**config.mk**
```make
export PLATFORM = sky130hd
export DESIGN_NAME = line_ending_normalizer_with_number_space_flat
export DESIGN_NICKNAME = d
export VERILOG_FILES = /design/src/lenns_pkg.sv /design/src/lenns_if.sv /design/src/lenns_core.sv /design/src/lenns_rbuf.sv /design/src/line_ending_normalizer_with_number_space.sv /design/src/flat_wrapper.sv
export SDC_FILE = /design/constraint.sdc
export NUM_CORES = 1
export LEC_CHECK = 0
export ABC_AREA = 1
export BUFFER_PORTS_ARGS = -buffer_cell sky130_fd_sc_hd__buf_4
export CAP_MARGIN = 20
export CORE_AREA = 3 3 101 103
export DETAILED_ROUTE_END_ITERATION = 12
export DIE_AREA = 0 0 104 106
export PLACE_DENSITY = 0.82
export SETUP_SLACK_MARGIN = 0.02
export SYNTH_ARGS = -nofsm -noshare
export SYNTH_HDL_FRONTEND = slang
export SYNTH_HIERARCHICAL = 1
export SYNTH_SLANG_ARGS = --single-unit
```
**constraint.sdc**
```tcl
create_clock -name i_clk -period 7.1 [get_ports i_clk]
set_input_delay 2.13 -clock i_clk [delete_from_list [all_inputs] [get_ports i_clk]]
set_output_delay 2.13 -clock i_clk [all_outputs]
set_load 0.05 [all_outputs]
```
**src/lenns_pkg.sv**
```systemverilog
// Package: constants, byte codes and shared types for the line ending normalizer.
`default_nettype none
package lenns_pkg;

    localparam int unsigned LINE_LIMIT = 65536;
    localparam int unsigned SEG_W      = $clog2(LINE_LIMIT + 1);

    localparam logic [7:0] CH_EOF = 8'h1A;
    localparam logic [7:0] CH_CR  = 8'h0D;
    localparam logic [7:0] CH_LF  = 8'h0A;
    localparam logic [7:0] CH_SP  = 8'h20;
    localparam logic [7:0] CH_TAB = 8'h09;
    localparam logic [7:0] CH_D0  = 8'h30;
    localparam logic [7:0] CH_D9  = 8'h39;

    localparam logic [1:0] PH_SPACES = 2'd0;
    localparam logic [1:0] PH_DIGITS = 2'd1;
    localparam logic [1:0] PH_REST   = 2'd2;

    // result buffer depth; must hold two results beyond one in flight
    localparam int unsigned RBUF_DEPTH = 4;
    localparam int unsigned RBUF_AW    = $clog2(RBUF_DEPTH);
    localparam int unsigned RBUF_CW    = $clog2(RBUF_DEPTH + 1);

    typedef struct packed {
        logic [7:0] out_byte;
        logic       byte_valid;
        logic       stream_done;
        logic       last_of_run;
    } t_result;

    // results produced by one item, written to the buffer in the same cycle
    typedef struct packed {
        logic [1:0] count;
        t_result    res0;
        t_result    res1;
    } t_push;

endpackage : lenns_pkg
`default_nettype wire

```
**src/lenns_if.sv**
```systemverilog
// Interfaces: input byte channel and result channel with valid/ready handshake.
`default_nettype none
interface lenns_in_if;
    logic       valid;
    logic       ready;
    logic [7:0] data_byte;
    logic       end_item;

    modport source (output valid, output data_byte, output end_item, input ready);
    modport sink   (input valid, input data_byte, input end_item, output ready);
endinterface : lenns_in_if

interface lenns_out_if;
    logic       valid;
    logic       ready;
    logic [7:0] out_byte;
    logic       byte_valid;
    logic       stream_done;
    logic       last_of_run;

    modport source (output valid, output out_byte, output byte_valid,
                    output stream_done, output last_of_run, input ready);
    modport sink   (input valid, input out_byte, input byte_valid,
                    input stream_done, input last_of_run, output ready);
endinterface : lenns_out_if
`default_nettype wire

```
**src/lenns_core.sv**
```systemverilog
// Core: input register, line state and the per-byte normalizing decision.
`default_nettype none
module lenns_core
    import lenns_pkg::*;
(
    input  wire logic       i_clk,
    input  wire logic       i_rst_n,
    input  wire logic       i_in_valid,
    input  wire logic [7:0] i_in_byte,
    input  wire logic       i_in_end,
    output logic            o_in_ready,
    input  wire logic       i_space_ok,
    output t_push           o_push
);

    logic             r_in_valid;
    logic [7:0]       r_in_byte;
    logic             r_in_end;

    logic             r_cr_pending;
    logic [1:0]       r_phase;
    logic [SEG_W-1:0] r_seg_len;
    logic             r_stopped;

    logic             n_cr_pending;
    logic [1:0]       n_phase;
    logic [SEG_W-1:0] n_seg_len;
    logic             n_stopped;

    logic             w_fire;
    logic             w_in_acc;
    logic             w_digit;
    t_result          w_res [2];
    logic [1:0]       w_cnt;
    t_push            w_push;

    assign w_fire     = r_in_valid && i_space_ok;
    assign o_in_ready = !r_in_valid || w_fire;
    assign w_in_acc   = i_in_valid && o_in_ready;
    assign w_digit    = (r_in_byte >= CH_D0) && (r_in_byte <= CH_D9);

    always_comb begin
        t_result lf_res;
        t_result done_res;
        t_result sp_res;
        t_result ch_res;
        logic    finished;

        lf_res   = '{out_byte: CH_LF, byte_valid: 1'b1, stream_done: 1'b0, last_of_run: 1'b0};
        done_res = '{out_byte: 8'h00, byte_valid: 1'b0, stream_done: 1'b1, last_of_run: 1'b0};
        sp_res   = '{out_byte: CH_SP, byte_valid: 1'b1, stream_done: 1'b0, last_of_run: 1'b0};
        ch_res   = '{out_byte: r_in_byte, byte_valid: 1'b1, stream_done: 1'b0,
                     last_of_run: 1'b0};
        finished = 1'b0;

        n_cr_pending = r_cr_pending;
        n_phase      = r_phase;
        n_seg_len    = r_seg_len;
        n_stopped    = r_stopped;
        w_res[0]     = done_res;
        w_res[1]     = done_res;
        w_cnt        = 2'd0;

        if (r_stopped) begin
            // drop bytes until an end item, which restores reset state
            if (r_in_end) begin
                n_stopped = 1'b0;
            end
        end else if (r_in_end || r_in_byte == CH_EOF) begin
            if (r_cr_pending) begin
                w_res[w_cnt[0]] = lf_res;
                w_cnt           = w_cnt + 2'd1;
            end
            w_res[w_cnt[0]] = done_res;
            w_cnt           = w_cnt + 2'd1;
            n_cr_pending    = 1'b0;
            n_phase         = PH_SPACES;
            n_seg_len       = '0;
            n_stopped       = !r_in_end;
        end else begin
            if (r_cr_pending) begin
                n_cr_pending    = 1'b0;
                w_res[w_cnt[0]] = lf_res;
                w_cnt           = w_cnt + 2'd1;
                n_phase         = PH_SPACES;
                n_seg_len       = '0;
                // CR LF pair collapses to the LF already emitted
                if (r_in_byte == CH_LF) begin
                    finished = 1'b1;
                end
            end
            if (!finished) begin
                if (r_in_byte == CH_CR) begin
                    n_cr_pending = 1'b1;
                end else if (r_in_byte == CH_LF) begin
                    w_res[w_cnt[0]] = lf_res;
                    w_cnt           = w_cnt + 2'd1;
                    n_phase         = PH_SPACES;
                    n_seg_len       = '0;
                end else begin
                    // full segment: restart line-start handling without a newline
                    if (n_seg_len >= SEG_W'(LINE_LIMIT)) begin
                        n_phase   = PH_SPACES;
                        n_seg_len = '0;
                    end
                    n_seg_len = n_seg_len + SEG_W'(1);
                    case (n_phase)
                        PH_SPACES: begin
                            if (w_digit) begin
                                n_phase = PH_DIGITS;
                            end else if (r_in_byte != CH_SP) begin
                                n_phase = PH_REST;
                            end
                        end
                        PH_DIGITS: begin
                            if (!w_digit) begin
                                if (r_in_byte != CH_SP && r_in_byte != CH_TAB) begin
                                    w_res[w_cnt[0]] = sp_res;
                                    w_cnt           = w_cnt + 2'd1;
                                end
                                n_phase = PH_REST;
                            end
                        end
                        default: begin
                        end
                    endcase
                    w_res[w_cnt[0]] = ch_res;
                    w_cnt           = w_cnt + 2'd1;
                end
            end
        end

        if (w_cnt == 2'd1) begin
            w_res[0].last_of_run = 1'b1;
        end else if (w_cnt == 2'd2) begin
            w_res[1].last_of_run = 1'b1;
        end
    end

    always_comb begin
        w_push.count = w_fire ? w_cnt : 2'd0;
        w_push.res0  = w_res[0];
        w_push.res1  = w_res[1];
    end
    assign o_push = w_push;

    always_ff @(posedge i_clk) begin
        if (!i_rst_n) begin
            r_in_valid <= 1'b0;
        end else if (w_in_acc) begin
            r_in_valid <= 1'b1;
        end else if (w_fire) begin
            r_in_valid <= 1'b0;
        end
    end

    always_ff @(posedge i_clk) begin
        if (w_in_acc) begin
            r_in_byte <= i_in_byte;
            r_in_end  <= i_in_end;
        end
    end

    always_ff @(posedge i_clk) begin
        if (!i_rst_n) begin
            r_cr_pending <= 1'b0;
            r_phase      <= PH_SPACES;
            r_seg_len    <= '0;
            r_stopped    <= 1'b0;
        end else if (w_fire) begin
            r_cr_pending <= n_cr_pending;
            r_phase      <= n_phase;
            r_seg_len    <= n_seg_len;
            r_stopped    <= n_stopped;
        end
    end

`ifndef ASSERT_OFF
    a_seg_bound: assert property (@(posedge i_clk) disable iff (!i_rst_n)
        r_seg_len <= SEG_W'(LINE_LIMIT))
        else $error("segment length beyond limit");
    a_stop_clean: assert property (@(posedge i_clk) disable iff (!i_rst_n)
        r_stopped |-> (!r_cr_pending && r_seg_len == '0))
        else $error("stopped with live line state");
    a_stopped_silent: assert property (@(posedge i_clk) disable iff (!i_rst_n)
        (w_fire && r_stopped) |-> (w_push.count == 2'd0))
        else $error("result produced while stopped");
`endif

endmodule : lenns_core
`default_nettype wire

```
**src/lenns_rbuf.sv**
```systemverilog
// Result buffer: two results in a cycle at most; one out a cycle while ready.
`default_nettype none
module lenns_rbuf
    import lenns_pkg::*;
(
    input  wire logic  i_clk,
    input  wire logic  i_rst_n,
    input  wire t_push i_push,
    output logic       o_space_ok,
    output logic       o_valid,
    input  wire logic  i_ready,
    output t_result    o_res
);

    t_result            r_mem [RBUF_DEPTH];
    logic [RBUF_AW-1:0] r_wr_ptr;
    logic [RBUF_AW-1:0] r_rd_ptr;
    logic [RBUF_CW-1:0] r_count;
    logic [RBUF_CW-1:0] n_count;
    logic               w_pop;
    logic [RBUF_AW-1:0] w_wr_ptr1;

    assign o_valid    = (r_count != '0);
    assign o_space_ok = (r_count <= RBUF_CW'(RBUF_DEPTH - 2));
    assign w_pop      = o_valid && i_ready;
    assign o_res      = r_mem[r_rd_ptr];
    assign w_wr_ptr1  = r_wr_ptr + RBUF_AW'(1);
    assign n_count    = r_count + RBUF_CW'(i_push.count) - RBUF_CW'(w_pop);

    always_ff @(posedge i_clk) begin
        if (i_push.count != 2'd0) begin
            r_mem[r_wr_ptr] <= i_push.res0;
        end
        if (i_push.count == 2'd2) begin
            r_mem[w_wr_ptr1] <= i_push.res1;
        end
    end

    always_ff @(posedge i_clk) begin
        if (!i_rst_n) begin
            r_wr_ptr <= '0;
            r_rd_ptr <= '0;
            r_count  <= '0;
        end else begin
            r_wr_ptr <= r_wr_ptr + RBUF_AW'(i_push.count);
            if (w_pop) begin
                r_rd_ptr <= r_rd_ptr + RBUF_AW'(1);
            end
            r_count <= n_count;
        end
    end

`ifndef ASSERT_OFF
    a_no_overflow: assert property (@(posedge i_clk) disable iff (!i_rst_n)
        (i_push.count != 2'd0) |-> o_space_ok)
        else $error("push into full result buffer");
    a_count_bound: assert property (@(posedge i_clk) disable iff (!i_rst_n)
        r_count <= RBUF_CW'(RBUF_DEPTH))
        else $error("result buffer count out of range");
`endif

endmodule : lenns_rbuf
`default_nettype wire

```
**src/line_ending_normalizer_with_number_space.sv**
```systemverilog
// Top level: line ending normalizer with a space after leading line numbers.
// One input beat is taken per cycle while the result buffer has room for two results; each
// byte gives zero, one or two result beats, and the result channel sends one beat a cycle
// while the receiver is ready, so the sustained rate is set by the result port; an item
// that emits a CR-flushed LF or an inserted space can give two beats. An input beat
// passes the input register, then the result buffer, before its first result beat. CR,
// LF and CRLF become one LF; 0x1A or an end item closes the stream with an end-marker beat.
`default_nettype none
module line_ending_normalizer_with_number_space
    import lenns_pkg::*;
(
    input  wire logic   i_clk,
    input  wire logic   i_rst_n,
    lenns_in_if.sink    i_in,
    lenns_out_if.source o_out
);

    logic    w_space_ok;
    t_push   w_push;
    t_result w_res;

    lenns_core u_core (
        .i_clk      (i_clk),
        .i_rst_n    (i_rst_n),
        .i_in_valid (i_in.valid),
        .i_in_byte  (i_in.data_byte),
        .i_in_end   (i_in.end_item),
        .o_in_ready (i_in.ready),
        .i_space_ok (w_space_ok),
        .o_push     (w_push)
    );

    lenns_rbuf u_rbuf (
        .i_clk      (i_clk),
        .i_rst_n    (i_rst_n),
        .i_push     (w_push),
        .o_space_ok (w_space_ok),
        .o_valid    (o_out.valid),
        .i_ready    (o_out.ready),
        .o_res      (w_res)
    );

    assign o_out.out_byte    = w_res.out_byte;
    assign o_out.byte_valid  = w_res.byte_valid;
    assign o_out.stream_done = w_res.stream_done;
    assign o_out.last_of_run = w_res.last_of_run;

`ifndef ASSERT_OFF
    a_done_shape: assert property (@(posedge i_clk) disable iff (!i_rst_n)
        (o_out.valid && o_out.stream_done) |-> (o_out.last_of_run && !o_out.byte_valid))
        else $error("end marker beat malformed");
`endif

endmodule : line_ending_normalizer_with_number_space
`default_nettype wire
```
**src/flat_wrapper.sv**
```systemverilog
// flat-port wrapper written by rule: the top's interface ports become plain ports
module line_ending_normalizer_with_number_space_flat import lenns_pkg::*;
  (i_clk, i_rst_n, i_in_valid, i_in_data_byte, i_in_end_item, i_in_ready, o_out_valid, o_out_out_byte, o_out_byte_valid, o_out_stream_done, o_out_last_of_run, o_out_ready);
  lenns_in_if i_in_i ();
  lenns_out_if o_out_i ();
  input  wire logic i_clk;
  input  wire logic i_rst_n;
  input wire logic [$bits(i_in_i.valid)-1:0] i_in_valid;
  input wire logic [$bits(i_in_i.data_byte)-1:0] i_in_data_byte;
  input wire logic [$bits(i_in_i.end_item)-1:0] i_in_end_item;
  output wire logic [$bits(i_in_i.ready)-1:0] i_in_ready;
  output wire logic [$bits(o_out_i.valid)-1:0] o_out_valid;
  output wire logic [$bits(o_out_i.out_byte)-1:0] o_out_out_byte;
  output wire logic [$bits(o_out_i.byte_valid)-1:0] o_out_byte_valid;
  output wire logic [$bits(o_out_i.stream_done)-1:0] o_out_stream_done;
  output wire logic [$bits(o_out_i.last_of_run)-1:0] o_out_last_of_run;
  input wire logic [$bits(o_out_i.ready)-1:0] o_out_ready;
  assign i_in_i.valid = i_in_valid;
  assign i_in_i.data_byte = i_in_data_byte;
  assign i_in_i.end_item = i_in_end_item;
  assign i_in_ready = i_in_i.ready;
  assign o_out_valid = o_out_i.valid;
  assign o_out_out_byte = o_out_i.out_byte;
  assign o_out_byte_valid = o_out_i.byte_valid;
  assign o_out_stream_done = o_out_i.stream_done;
  assign o_out_last_of_run = o_out_i.last_of_run;
  assign o_out_i.ready = o_out_ready;
  line_ending_normalizer_with_number_space u_core (.i_clk(i_clk), .i_rst_n(i_rst_n), .i_in(i_in_i), .o_out(o_out_i));
endmodule
```
==> Yosys cells after proc, flatten, opt, wreduce, memory -nomap -nowiden <==
Memory sizes are Yosys's and may differ from the RTL's. A register that Yosys moved wholly into a read port is not among the register bits.
Cells that the tools add are included.
{ "totals": {"ff_bits": 38, "ramBits": 44, "inputBits": 13, "out_inout_bits": 13, "wordCells": 162, "n_memories": 1} }
{ "classes": {"add_sub_neg": 9, "magnitude_cmp": 10, "eq_ne": 9, "muxes": 93, "bitwise": 13, "n_reduce_logical": 17} }
{ "memory_table": {"columns": ["memory", "words", "word_bits", "read_ports", "rd_ports_with_merged_regs", "wr", "line", "rtl"], "rows": [
  ["u_core.u_rbuf.r_mem", 4, 11, 1, 1, 2, "lenns_rbuf.sv:15", "t_result r_mem [RBUF_DEPTH];"]
]} }
{ "ops": {"columns": ["cell", "count"], "rows": [
  ["$mux 22", 13],
  ["$mux 17", 13],
  ["$mux 11", 7],
  ["$mux 2", 34],
  ["$demux 11 s1", 3],
  ["$bwmux 22", 1],
  ["$and 20x20->20", 1],
  ["$mux 1", 20],
  ["$not 20->20", 1],
  ["$and 18x18->18", 1],
  ["$not 18->18", 1],
  ["$add 17x1->17 const B", 1],
  ["$ge 17x17->1 const B", 1],
  ["$and 16x16->16", 1],
  ["$eq 8x4->1 const B", 2],
  ["$not 16->16", 1],
  ["$add 2x1->2 const B", 5],
  ["$eq 8x5->1 const B", 1],
  ["$ge 8x6->1 const B", 1],
  ["$le 8x6->1 const B", 1],
  ["$logic_and 1x1->1", 8],
  ["$ne 8x4->1 const B", 1],
  ["$ne 8x6->1 const B", 1],
  ["$mux 7", 1],
  ["20 further kinds", 31]
]} }

==> Logic depth before layout (Yosys ltp) <==
Gate-level depths: netlist (run 1).
{ "logic_depth": {"depth_word": 31, "ltp_mapped": 21, "mapped_depth_nobuf": 21} }

==> Modules after synthesis <==
The synthesis (run 1) kept the hierarchy.
{ "modules_own_cells": {"columns": ["module", "instances", "cells_per_inst", "area_each_um2", "seq_area_each_um2"], "rows": [
  ["lenns_rbuf", 1, 282, 2702.6, 1501.4],
  ["lenns_core", 1, 367, 2451.1, 710.7]
]} }

==> Worst setup path after synthesis (run 1) <==
No wires, ideal clock.
{ "synth_path": {"path_type": "flip-flop to output port", "startpoint": "register (tool-made name)", "endpoint": "output o_out_last_of_run", "arrival_ns": 1.490, "required_time_ns": 4.970, "setup_slack_ns": 3.480, "path_stages_with_launch": 5, "path_buffers": 1, "cell_sequence": "dfxtp_1 -> inv_1 -> clkbuf_1 -> o21ai_0 -> o22ai_1"} }
{ "synth_lines": {"columns": ["item", "line", "rtl"], "rows": [
  ["to (decl)", "flat_wrapper.sv:16", "output wire logic [$bits(o_out_i.last_of_run)-1:0] o_out_last_of_run;"]
]} }

==> run_results.csv, run 1 <==
group,metric,value,unit
synthesis,top_area_cells_in_the_synthesized_netlist,"edfxtp_1, dfxtp_1, nand2_1",
setup_path,setup.worst_path.start_class,"register",
cells_and_area,final_core_utilization,59.5,%
power,design_power_total,1.36,mW
timing,grt_setup_unrepaired,"no",
timing,fin_crit_sh,61.9,%
floorplanning,placeableCoreArea,9280,um^2
timing,final-setup-viol-count,0,
synthesis,synth_top_cells_by_count,"nand2_1, inv_1, nor2_1",
cells_and_area,layout-drive-gt1-share,18.0,%
drt,detail_route.drc_violations,0,
synthesis,synth_sequential_area_ratio,42.9,%
floorplanning,die_height,106,um
drt,dr_total_vias,4302,
drt,routed_wire_length_per_instance,13.8,um
power,p_leak,2.18,nW
synthesis,synth_top_flop_cell,"edfxtp_1",
synthesis,synth_compound_area_share,14.6,%
synthesis,synthesis.area,5150,um^2
synthesis,synth_enable_flop_cells,53,
placement,numPortBuffers,25,
placement,dp.final_hpwl,8.41,mm
drt,drt_iter0_markers,228,
synthesis,post-synth-top-area-cell,"edfxtp_1",
clocking,cts_post_setup_buffers_inserted,0,
clocking,post_cts_resize_count,0,
timing,slew_viol_final,0,
power,vdd_ir_drop_max,0.111,mV
floorplanning,core.rowCount,35,
timing,hold_viol,0,
placement,place_congestion,1.01,
power,power.density,247,nW/um^2
hold_path,min-delay-path-class,"register to register",
synthesis,synthAdderAreaFrac,2.57,%
timing,period_minus_slack,4.39,ns
clocking,clock_sink_count,84,
clocking,clock_tree_from_tritoncts,"yes",
drt,viasPerCell,5.37,
global_routing,grt_first_pass_wirelength,19.1,mm
timing,setup_ws,2.71,ns
timing,timing.setup.tns,0,ns
floorplanning,die_area,11000,um^2
timing,timing.max_slew.rel_slack,31.9,%
timing,maxClockFrequency,0.228,GHz
drt,ant_nets,0,
global_routing,grt_pass1_vias,4114,
synthesis,yosys.area_share.xor_xnor,0.340,%
synthesis,ys_seq_elements,84,
setup_path,worst-path-max-fanout,23,
flow_run,cap_viol_max_count,0,
synthesis,share_of_cell_area_taken_by_muxes_after_synthesis,0,%
clocking,master_cell_of_the_clock_root_buffer,"clkbuf_8",
status,outcome,"finished clean",
setup_path,worstSetupPathType,"register to output pin",
synthesis,yosysTopAreaCellShare,30.9,%
global_routing,grt_max_degree,24,
setup_path,cp_slowest_cell,"dfxtp_1",
timing,fin_skew,0.0139,ns
setup_path,crit_path_capture_type,"output pin",
global_routing,initial_antenna_violation_count,0,
global_routing,globalRoute.totalOverflow,0,
setup_path,worstPathArrival,2.26,ns
floorplanning,initial_utilization,55.5,%
synthesis,synth_most_common_cell,"nand2_1",
cells_and_area,insertedDiodeCount,0,
timing,tightest_slew,1.02,ns
synthesis,synth_cells,649,
floorplanning,io_pins,26,
synthesis,yosys.cell_types.count,38,
drt,postRouteWirelength,11.1,mm
synthesis,syn-num-nets,672,
global_routing,grt_util_all_layers,20.9,%
clocking,postCtsHoldBufs,0,
cells_and_area,nNetsFinal,690,
setup_path,crit_chain,"inv_1 -> o21ai_0 -> o22ai_1 -> buf_4",
cells_and_area,final.fill_count,831,
synthesis,dominant_combinational_cell_family_by_area_after_synthesis,"simple AND/OR/NAND/NOR gates",
clocking,cts-htree-levels,3,
synthesis,synth-async-reset-ratio,0,%
synthesis,synthesis.yosys.warnings,6,
clocking,clock_buffers_created_by_tritoncts,9,
setup_path,crit_path_max_incr_delay,0.75,ns
synthesis,post_synth_and_or_nand_nor_area_fraction,29.8,%
synthesis,synth_area_per_cell,7.94,um^2
cells_and_area,area_delta_synth_final,7.16,%
floorplanning,fp.dieW,104,um
placement,post-place-ws,3.15,ns
clocking,insertion_delay_of_the_later_clocked_pin_in_the_worst_skew_pair,0.36,ns
clocking,cts_buffer_depth,2,
setup_path,cp_data_required_time,4.97,ns
clocking,clk_pin_slew,0.09,ns
drt,drtPass1Iterations,5,
stage by stage:
| step | area [um^2] | instances | hold slack [ns] |
|---|---|---|---|
| 2_1_floorplan | 5150 | 649 | 0.439 |
| 3_3_place_gp | 5350 | 785 | 0.453 |
| 3_5_place_dp | 5350 | 785 | 0.457 |
| 4_1_cts | 5520 | 801 | 0.469 |
| 5_1_grt | 5520 | 801 | 0.483 |
| 6_report | 5520 | 801 | 0.473 |
final cells by class:
cell class	instances	area [um^2]	area share (%)
Sequential cell	84	2210	40.1
Inverter	85	319	5.78
Multi-Input combinational cell	458	2440	44.1
Clock buffer	10	128	2.31
Tap cell	129	161	2.92
Clock inverter	6	47.5	0.861
Timing Repair Buffer	29	218	3.94
critical path: cells and delay by family, from the launching register on:
family | cells | cell delay, ns
flops | 1 | 0.75
buf+inv | 2 | 0.68
compound gates | 2 | 0.46
path summary, 6_finish.rpt:
| kind | start | to | slack, ns | depth (start not counted) |
|---|---|---|---|---|
| worst min-delay path | u_core/u_core/r_seg_len[12] | u_core/u_core/r_seg_len[12] | 0.47 | 2 |
| worst min register to register | u_core/u_core/r_seg_len[12] | u_core/u_core/r_seg_len[12] | 0.47 | 2 |
| worst max-delay path | register | o_out_out_byte[6] | 2.71 | 4 |
| worst max register to register | u_core/u_core/r_cr_pending | u_core/u_rbuf/r_mem[2][6] | 3.19 | 15 |
placed cells by master (no fill, tap or decap), drive strengths merged, types with 3 or more instances in the layout:
cell,count
a21oi,30
buf,29
clkbuf,10
clkinv,3
dfxtp,31
edfxtp,53
ha,9
inv,88
nand2,172
nand3,38
nand4,9
nor2,82
nor3,16
o21ai,78
o22ai,11
o31ai,4
state kept, by name, indices dropped and copies added (netlist names), 2 cells and up, named ones only:
name / count
u_core/u_rbuf/r_rd_ptr: 2
u_core/u_rbuf/r_count: 3
u_core/u_core/r_phase: 2
u_core/u_rbuf/r_mem: 44
u_core/u_core/r_seg_len: 17
u_core/u_core/r_in_byte: 8
u_core/u_rbuf/r_wr_ptr: 2
per-layer routing:
metal | routed length, um | share of wire [%] | track usage, %
met1 | 4770 | 43 | 24.9
met2 | 5550 | 50 | 37.9
met3 | 560 | 5.1 | 3.95
met4 | 185 | 1.7 | 6.93
met5 | 0 | 0 | 0
logic make-up (layout without fill, tap and decap cells):
group / count (synthesis) / count (layout)
adders and majority gates: 10 / 10
AOI/OAI and AO/OA: 127 / 127
DFF: 84 / 84
and+or+nand+nor: 319 / 319
xor gates and xnor gates: 2 / 2
buffers and inverters: 107 / 130
report_power, final:
group	total [mW]	switching [mW]	leakage [nW]	internal, mW
Clock	0.305	0.175	0.0917	0.131
Combinational	0.453	0.319	1.34	0.134
Sequential	0.605	0.0348	0.743	0.570
No activity file was read; power rests on OpenSTA's default activity.
==> run 2: changes to the inputs <==
--- a/config.mk
+++ b/config.mk
@@ -11,7 +11,7 @@
 export CORE_AREA = 3 3 101 103
 export DETAILED_ROUTE_END_ITERATION = 12
 export DIE_AREA = 0 0 104 106
-export PLACE_DENSITY = 0.82
+export PLACE_DENSITY = 0.85
 export SETUP_SLACK_MARGIN = 0.02
 export SYNTH_ARGS = -nofsm -noshare
 export SYNTH_HDL_FRONTEND = slang
==> constraint.sdc (replaced) <==
create_clock -name i_clk -period 3.65 [get_ports i_clk]
set_input_delay 1.095 -clock i_clk [delete_from_list [all_inputs] [get_ports i_clk]]
set_output_delay 1.095 -clock i_clk [all_outputs]
set_load 0.05 [all_outputs]
==> run 2 against run 1 <==
  * Count of clock-buffer cells in the layout is 1 lower
  * Via count grew 2.7%
  * Sequential share of layout area decreased by 1.2 points
  * Critical endpoint is now u_core/u_rbuf/r_count[2]
  * Total power grew 98%
  * Critical path type is now register to register
  * Sequential cell count is the same
  * Largest cell class unchanged
==> run_results.csv, run 2 (synthesized netlist as in run 1, its figures left out) <==
group,metric,value,unit
status,outcome,"finished clean",
cells_and_area,layout-drive-gt1-share,20.7,%
drt,viasPerCell,5.40,
drt,postRouteWirelength,11.3,mm
global_routing,grt_first_pass_wirelength,19.2,mm
timing,slew_viol_final,0,
floorplanning,placeableCoreArea,9280,um^2
floorplanning,initial_utilization,55.5,%
setup_path,setup.worst_path.start_class,"register",
floorplanning,die_area,11000,um^2
setup_path,crit_chain,"nand4_1 -> nor3_4 -> a31oi_2 -> inv_1 -> ha_1 -> nand3_1 -> nand2_4 -> inv_2 -> ha_1 -> nand2_1 -> nand2_1 -> nand2_1 -> nor2_2 -> inv_2 -> ha_1 -> fa_1 -> inv_1 -> nand2_1 -> a21oi_1",
setup_path,critPathMostFrequentCell,"nand2_1",
placement,place_congestion,1.01,
timing,fin_skew,0.00914,ns
global_routing,grt_pass1_vias,4252,
setup_path,crit_path_capture_type,"register",
cells_and_area,layout.cells.most_common,"nand2_1",
cells_and_area,layout_top_registers,"u_core/u_rbuf/r_mem x44, u_core/u_core/r_seg_len x17, u_core/u_core/r_in_byte x8",
setup_path,worstPathArrival,3.61,ns
clocking,clk_pin_slew,0.08,ns
flow_run,cap_viol_max_count,0,
power,p_leak,2.28,nW
setup_path,worstSetupPathType,"register to register",
clocking,clock_sink_count,84,
floorplanning,io_pins,26,
timing,period_minus_slack,3.32,ns
timing,fin_crit_sh,90.9,%
setup_path,worst-path-max-fanout,7,
cells_and_area,insertedDiodeCount,0,
setup_path,critical_path.startpoint,"u_core/u_core/r_in_byte[5]",
power,seq_power_share,42.8,%
timing,final-setup-viol-count,0,
drt,routed_wire_length_per_instance,13.8,um
clocking,cts_buffer_depth,2,
cells_and_area,mostFrequentLayoutCells,"nand2_1, inv_1, nor2_1",
floorplanning,fp.dieW,104,um
power,design_power_total,2.70,mW
cells_and_area,nNetsFinal,708,
timing,grt_setup_unrepaired,"no",
setup_path,cp_data_required_time,3.94,ns
floorplanning,die_height,106,um
floorplanning,core.rowCount,35,
setup_path,cp_slowest_cell,"edfxtp_1",
hold_path,worstHoldStart,"u_core/u_core/r_seg_len[9]",
placement,dp.final_hpwl,8.16,mm
timing,hold_viol,0,
clocking,insertion_delay_of_the_later_clocked_pin_in_the_worst_skew_pair,0.36,ns
power,p_int,1.64,mW
power,clock_power_share,23.0,%
power,pwr-share-comb,34.2,%
drt,dr_total_vias,4419,
cells_and_area,largest-register,"u_core/u_rbuf/r_mem",
clocking,clock_tree_from_tritoncts,"yes",
global_routing,initial_antenna_violation_count,0,
cells_and_area,multi_input_area,2460,um^2
timing,maxClockFrequency,0.301,GHz
timing,timing.setup.tns,0,ns
timing,tightest_slew,0.804,ns
drt,detail_route.drc_violations,0,
cells_and_area,area_delta_synth_final,10.4,%
cells_and_area,layout.area.seq,2210,um^2
timing,timing.max_slew.rel_slack,46.3,%
clocking,master_cell_of_the_clock_root_buffer,"clkbuf_8",
drt,drtPass1Iterations,5,
drt,ant_nets,0,
power,power.density,474,nW/um^2
hold_path,min-delay-path-class,"register to register",
placement,numPortBuffers,25,
power,vdd_ir_drop_max,0.207,mV
clocking,cts-htree-levels,3,
global_routing,grt_max_degree,23,
cells_and_area,final.fill_count,813,
cells_and_area,largest_register_ff_count,44,
setup_path,crit_path_max_incr_delay,0.45,ns
global_routing,grt_util_all_layers,21.3,%
global_routing,globalRoute.totalOverflow,0,
drt,drt_iter0_markers,267,
power,swShare,39.1,%
power,p_switching,1.05,mW
clocking,clock_buffers_created_by_tritoncts,9,
setup_path,timing.rr.start,"u_core/u_core/r_in_byte[5]",
-- run 2: final timing paths --
check / slack (ns) / cells after the start / endpoint
worst max-delay path: 0.33 / 19 / u_core/u_rbuf/r_count[2]
worst min-delay path: 0.47 / 2 / u_core/u_core/r_seg_len[9]
worst max register to register: 0.33 / 19 / u_core/u_rbuf/r_count[2]
worst min register to register: 0.47 / 2 / u_core/u_core/r_seg_len[9]
-- run 2: worst max-delay path, delay by kind of cell (launching register included) --
family	cells	cell delay, ns
buffers and inverters	4	0.29
adder cells (fa/ha/maj)	4	1.31
flip-flops	1	0.45
AND/OR/NAND/NOR	9	0.91
AO/OA/AOI/OAI	2	0.29
-- run 2: routing by layer --
metal  wire length, um  track usage (%)  share of wire (%)  vias up
li1                  -                -                  -     2220
met1              4610             24.5                 41     2065
met2              5940             39.6                 53      115
met3               477             2.73                4.2       19
met4               240             9.02                2.1        0
met5                 0                0                  0        -
-- run 2: layout make-up --
class / instances / share of cell area (%)
inverters: 85 / 5.61
flip-flops and latches: 84 / 38.9
clock buffers: 9 / 2.18
multi-input cells: 458 / 43.3
clock inverters: 7 / 1.03
repair buffers: 47 / 6.20
well taps: 129 / 2.84
-- run 2: what timing repair did --
item | 4_1_cts | 5_1_grt
hold buffers | 0 | 0
endpoints found under the setup margin | 0 | 41
setup buffers | 0 | 8
gates resized for setup | 0 | 5
-- run 2: power by group through the flow --
| stage | clock network, mW | logic (mW) | registers [mW] |
|---|---|---|---|
| final | 0.620 | 0.922 | 1.15 |
| after global routing | 0.671 | 1.02 | 1.16 |
| after CTS | 0.637 | 0.920 | 1.15 |
| after detailed placement | 0 | 0.917 | 1.18 |
| after global placement | 0 | 0.889 | 1.17 |
| after floorplan | 0 | 0.684 | 1.16 |
-- run 2: metrics by stage --
step | cells | area [um^2] | worst slack [ns] | util, % | hold WS, ns
4_1_cts | 811 | 5610 | 0.135 | 60.4 | 0.479
3_3_place_gp | 795 | 5420 | 0.290 | 58.4 | 0.451
6_report | 819 | 5690 | 0.330 | 61.3 | 0.474
3_5_place_dp | 795 | 5420 | 0.150 | 58.4 | 0.464
2_1_floorplan | 649 | 5150 | 0.151 | - | 0.439
5_1_grt | 819 | 5690 | 0.0254 | 61.3 | 0.502
==> run 3: changes to the inputs <==
--- a/config.mk
+++ b/config.mk
@@ -8,10 +8,10 @@
 export ABC_AREA = 1
 export BUFFER_PORTS_ARGS = -buffer_cell sky130_fd_sc_hd__buf_4
 export CAP_MARGIN = 20
-export CORE_AREA = 3 3 101 103
+export CORE_AREA = 3 3 136 138
 export DETAILED_ROUTE_END_ITERATION = 12
-export DIE_AREA = 0 0 104 106
-export PLACE_DENSITY = 0.85
+export DIE_AREA = 0 0 139 141
+export PLACE_DENSITY = 0.56
 export SETUP_SLACK_MARGIN = 0.02
 export SYNTH_ARGS = -nofsm -noshare
 export SYNTH_HDL_FRONTEND = slang
==> run 3 against run 2 <==
  * Combinational power increased by 1%
  * Fmax about the same
  * Total power increased by 12%
  * Largest power group unchanged
==> run_results.csv, run 3 (synthesized netlist as in run 1, its figures left out) <==
group,metric,value,unit
floorplanning,placeableCoreArea,17300,um^2
floorplanning,die_height,141,um
cells_and_area,layout-drive-gt1-share,19.9,%
clocking,master_cell_of_the_clock_root_buffer,"clkbuf_16",
floorplanning,initial_utilization,29.8,%
floorplanning,die_area,19600,um^2
setup_path,cp_slowest_cell,"fa_1",
cells_and_area,insertedDiodeCount,0,
cells_and_area,nNetsFinal,702,
setup_path,cp_data_required_time,3.93,ns
placement,place_congestion,0.843,
cells_and_area,area_delta_synth_final,14.4,%
flow_run,cap_viol_max_count,0,
clocking,clock_buffers_created_by_tritoncts,9,
status,outcome,"finished clean",
drt,drt_iter0_markers,202,
hold_path,min-delay-path-class,"register to register",
drt,viasPerCell,4.68,
placement,placed_cell_area,5540,um^2
timing,slew_viol_final,0,
cells_and_area,design_area,5890,um^2
cells_and_area,final.fill_count,1804,
power,p_leak,2.30,nW
floorplanning,core.rowCount,48,
timing,grt_setup_unrepaired,"no",
setup_path,crit_path_capture_type,"register",
drt,ant_nets,0,
power,power.density,512,nW/um^2
timing,timing.max_slew.rel_slack,35.6,%
drt,routed_wire_length_per_instance,13.4,um
timing,hold_viol,0,
cells_and_area,layout.cells.most_common,"nand2_1",
clocking,postCtsHoldBufs,0,
cells_and_area,multi_input_area,2470,um^2
global_routing,globalRoute.totalOverflow,0,
timing,final-setup-viol-count,0,
timing,tightest_slew,0.966,ns
clocking,cts_buffer_depth,2,
floorplanning,io_pins,26,
drt,drtPass1Iterations,5,
global_routing,grt_max_degree,23,
setup_path,crit_path_max_incr_delay,0.44,ns
timing,fin_crit_sh,90.9,%
drt,postRouteWirelength,12.2,mm
cells_and_area,final_core_utilization,34.1,%
clocking,cts-htree-levels,3,
timing,period_minus_slack,3.32,ns
cells_and_area,largest-register,"u_core/u_rbuf/r_mem",
power,design_power_total,3.02,mW
cells_and_area,largest_register_ff_count,44,
cells_and_area,layout_top_registers,"u_core/u_rbuf/r_mem x44, u_core/u_core/r_seg_len x17, u_core/u_core/r_in_byte x8",
global_routing,grt_first_pass_wirelength,20.3,mm
placement,numPlacedInstances,890,
setup_path,worstSetupPathType,"register to register",
cells_and_area,mostFrequentLayoutCells,"nand2_1, inv_1, nor2_1",
timing,timing.setup.tns,0,ns
timing,maxClockFrequency,0.301,GHz
global_routing,grt_util_all_layers,12.8,%
drt,dr_total_vias,4252,
setup_path,crit_chain,"inv_1 -> nand4_1 -> nor3_4 -> a31oi_4 -> inv_1 -> ha_1 -> nand3_1 -> nand2_4 -> inv_2 -> ha_1 -> nand2_1 -> nand2_1 -> nand2_1 -> nor2_2 -> inv_2 -> ha_1 -> fa_1 -> inv_1 -> nand2_1 -> a21oi_1",
setup_path,worst-path-max-fanout,7,
global_routing,initial_antenna_violation_count,0,
clocking,clk_pin_slew,0.06,ns
floorplanning,fp.dieW,139,um
cells_and_area,layout.area.seq,2210,um^2
cells_and_area,final_cell_count_no_fill,909,
setup_path,worstPathArrival,3.60,ns
drt,detail_route.drc_violations,0,
placement,dp.final_hpwl,8.80,mm
global_routing,grt_pass1_vias,4118,
clocking,clock_tree_from_tritoncts,"yes",
power,vdd_ir_drop_max,0.397,mV
setup_path,setup.worst_path.start_class,"register",
timing,fin_skew,0.00885,ns
clocking,insertion_delay_of_the_later_clocked_pin_in_the_worst_skew_pair,0.35,ns
placement,numPortBuffers,25,
clocking,clock_sink_count,84,
setup_path,critPathMostFrequentCell,"nand2_1",
run 3: cell types whose count changed in the layout (fill, tap and decap cells not counted):
cell	previous run	this run
a31oi_4	0	1
clkbuf_16	0	9
buf_4	47	41
a31oi_2	1	0
inv_8	1	0
clkbuf_1	0	1
clkbuf_8	9	1
inv_6	2	1
clkinv_4	2	1
bufinv_16	0	1
run 3: metal layers:
layer  routed length [um]  share of wire [%]  up-vias  GRT usage (%)
met4                  150                1.2        0           4.07
met1                 5520                 45     1978           15.7
met2                 6090                 50       60           22.5
li1                     -                  -     2204              -
met5                    0                  0        -              0
met3                  426                3.5       10           2.68
run 3: power by group:
group | internal (mW) | total, mW | switching, mW
combinational | 0.274 | 0.933 | 0.659
sequential | 1.11 | 1.16 | 0.0449
clock | 0.551 | 0.930 | 0.379
run 3: cell type report:
type	instances	area share, %
inverter	85	5.41
tap	225	4.78
sequential	84	37.5
clock inverter	5	1.02
timing repair buffer	41	5.22
multi-input combinational	458	41.9
clock buffer	11	4.12
run 3: metrics by stage:
step                      hold slack (ns)  setup WS (ns)
after CTS                           0.466          0.181
after floorplan                     0.439          0.151
after global routing                0.486         0.0287
final                               0.467          0.333
after detailed placement            0.457          0.208
after global placement              0.451          0.259
run 3: repair_timing:
item                       in CTS  in global routing
setup endpoints to repair       0                 74
setup buffers                   0                  2
resized for setup               0                 10
run 3: worst max-delay path, delay by kind of cell, from the launching register on:
family / cells / cell delay (ns)
AO/OA/AOI/OAI: 2 / 0.28
buffers and inverters: 5 / 0.39
AND/OR/NAND/NOR: 9 / 0.88
adder cells (fa/ha/maj): 4 / 1.30
flip-flops: 1 / 0.39
run 3: final timing paths:
kind,startpoint,to,slack (ns),cells after the start
max reg2reg,u_core/u_core/r_in_byte[3],u_core/u_rbuf/r_count[2],0.33,20
min,u_core/u_core/r_seg_len[6],u_core/u_core/r_seg_len[6],0.47,2
max,u_core/u_core/r_in_byte[3],u_core/u_rbuf/r_count[2],0.33,20
min reg2reg,u_core/u_core/r_seg_len[6],u_core/u_core/r_seg_len[6],0.47,2
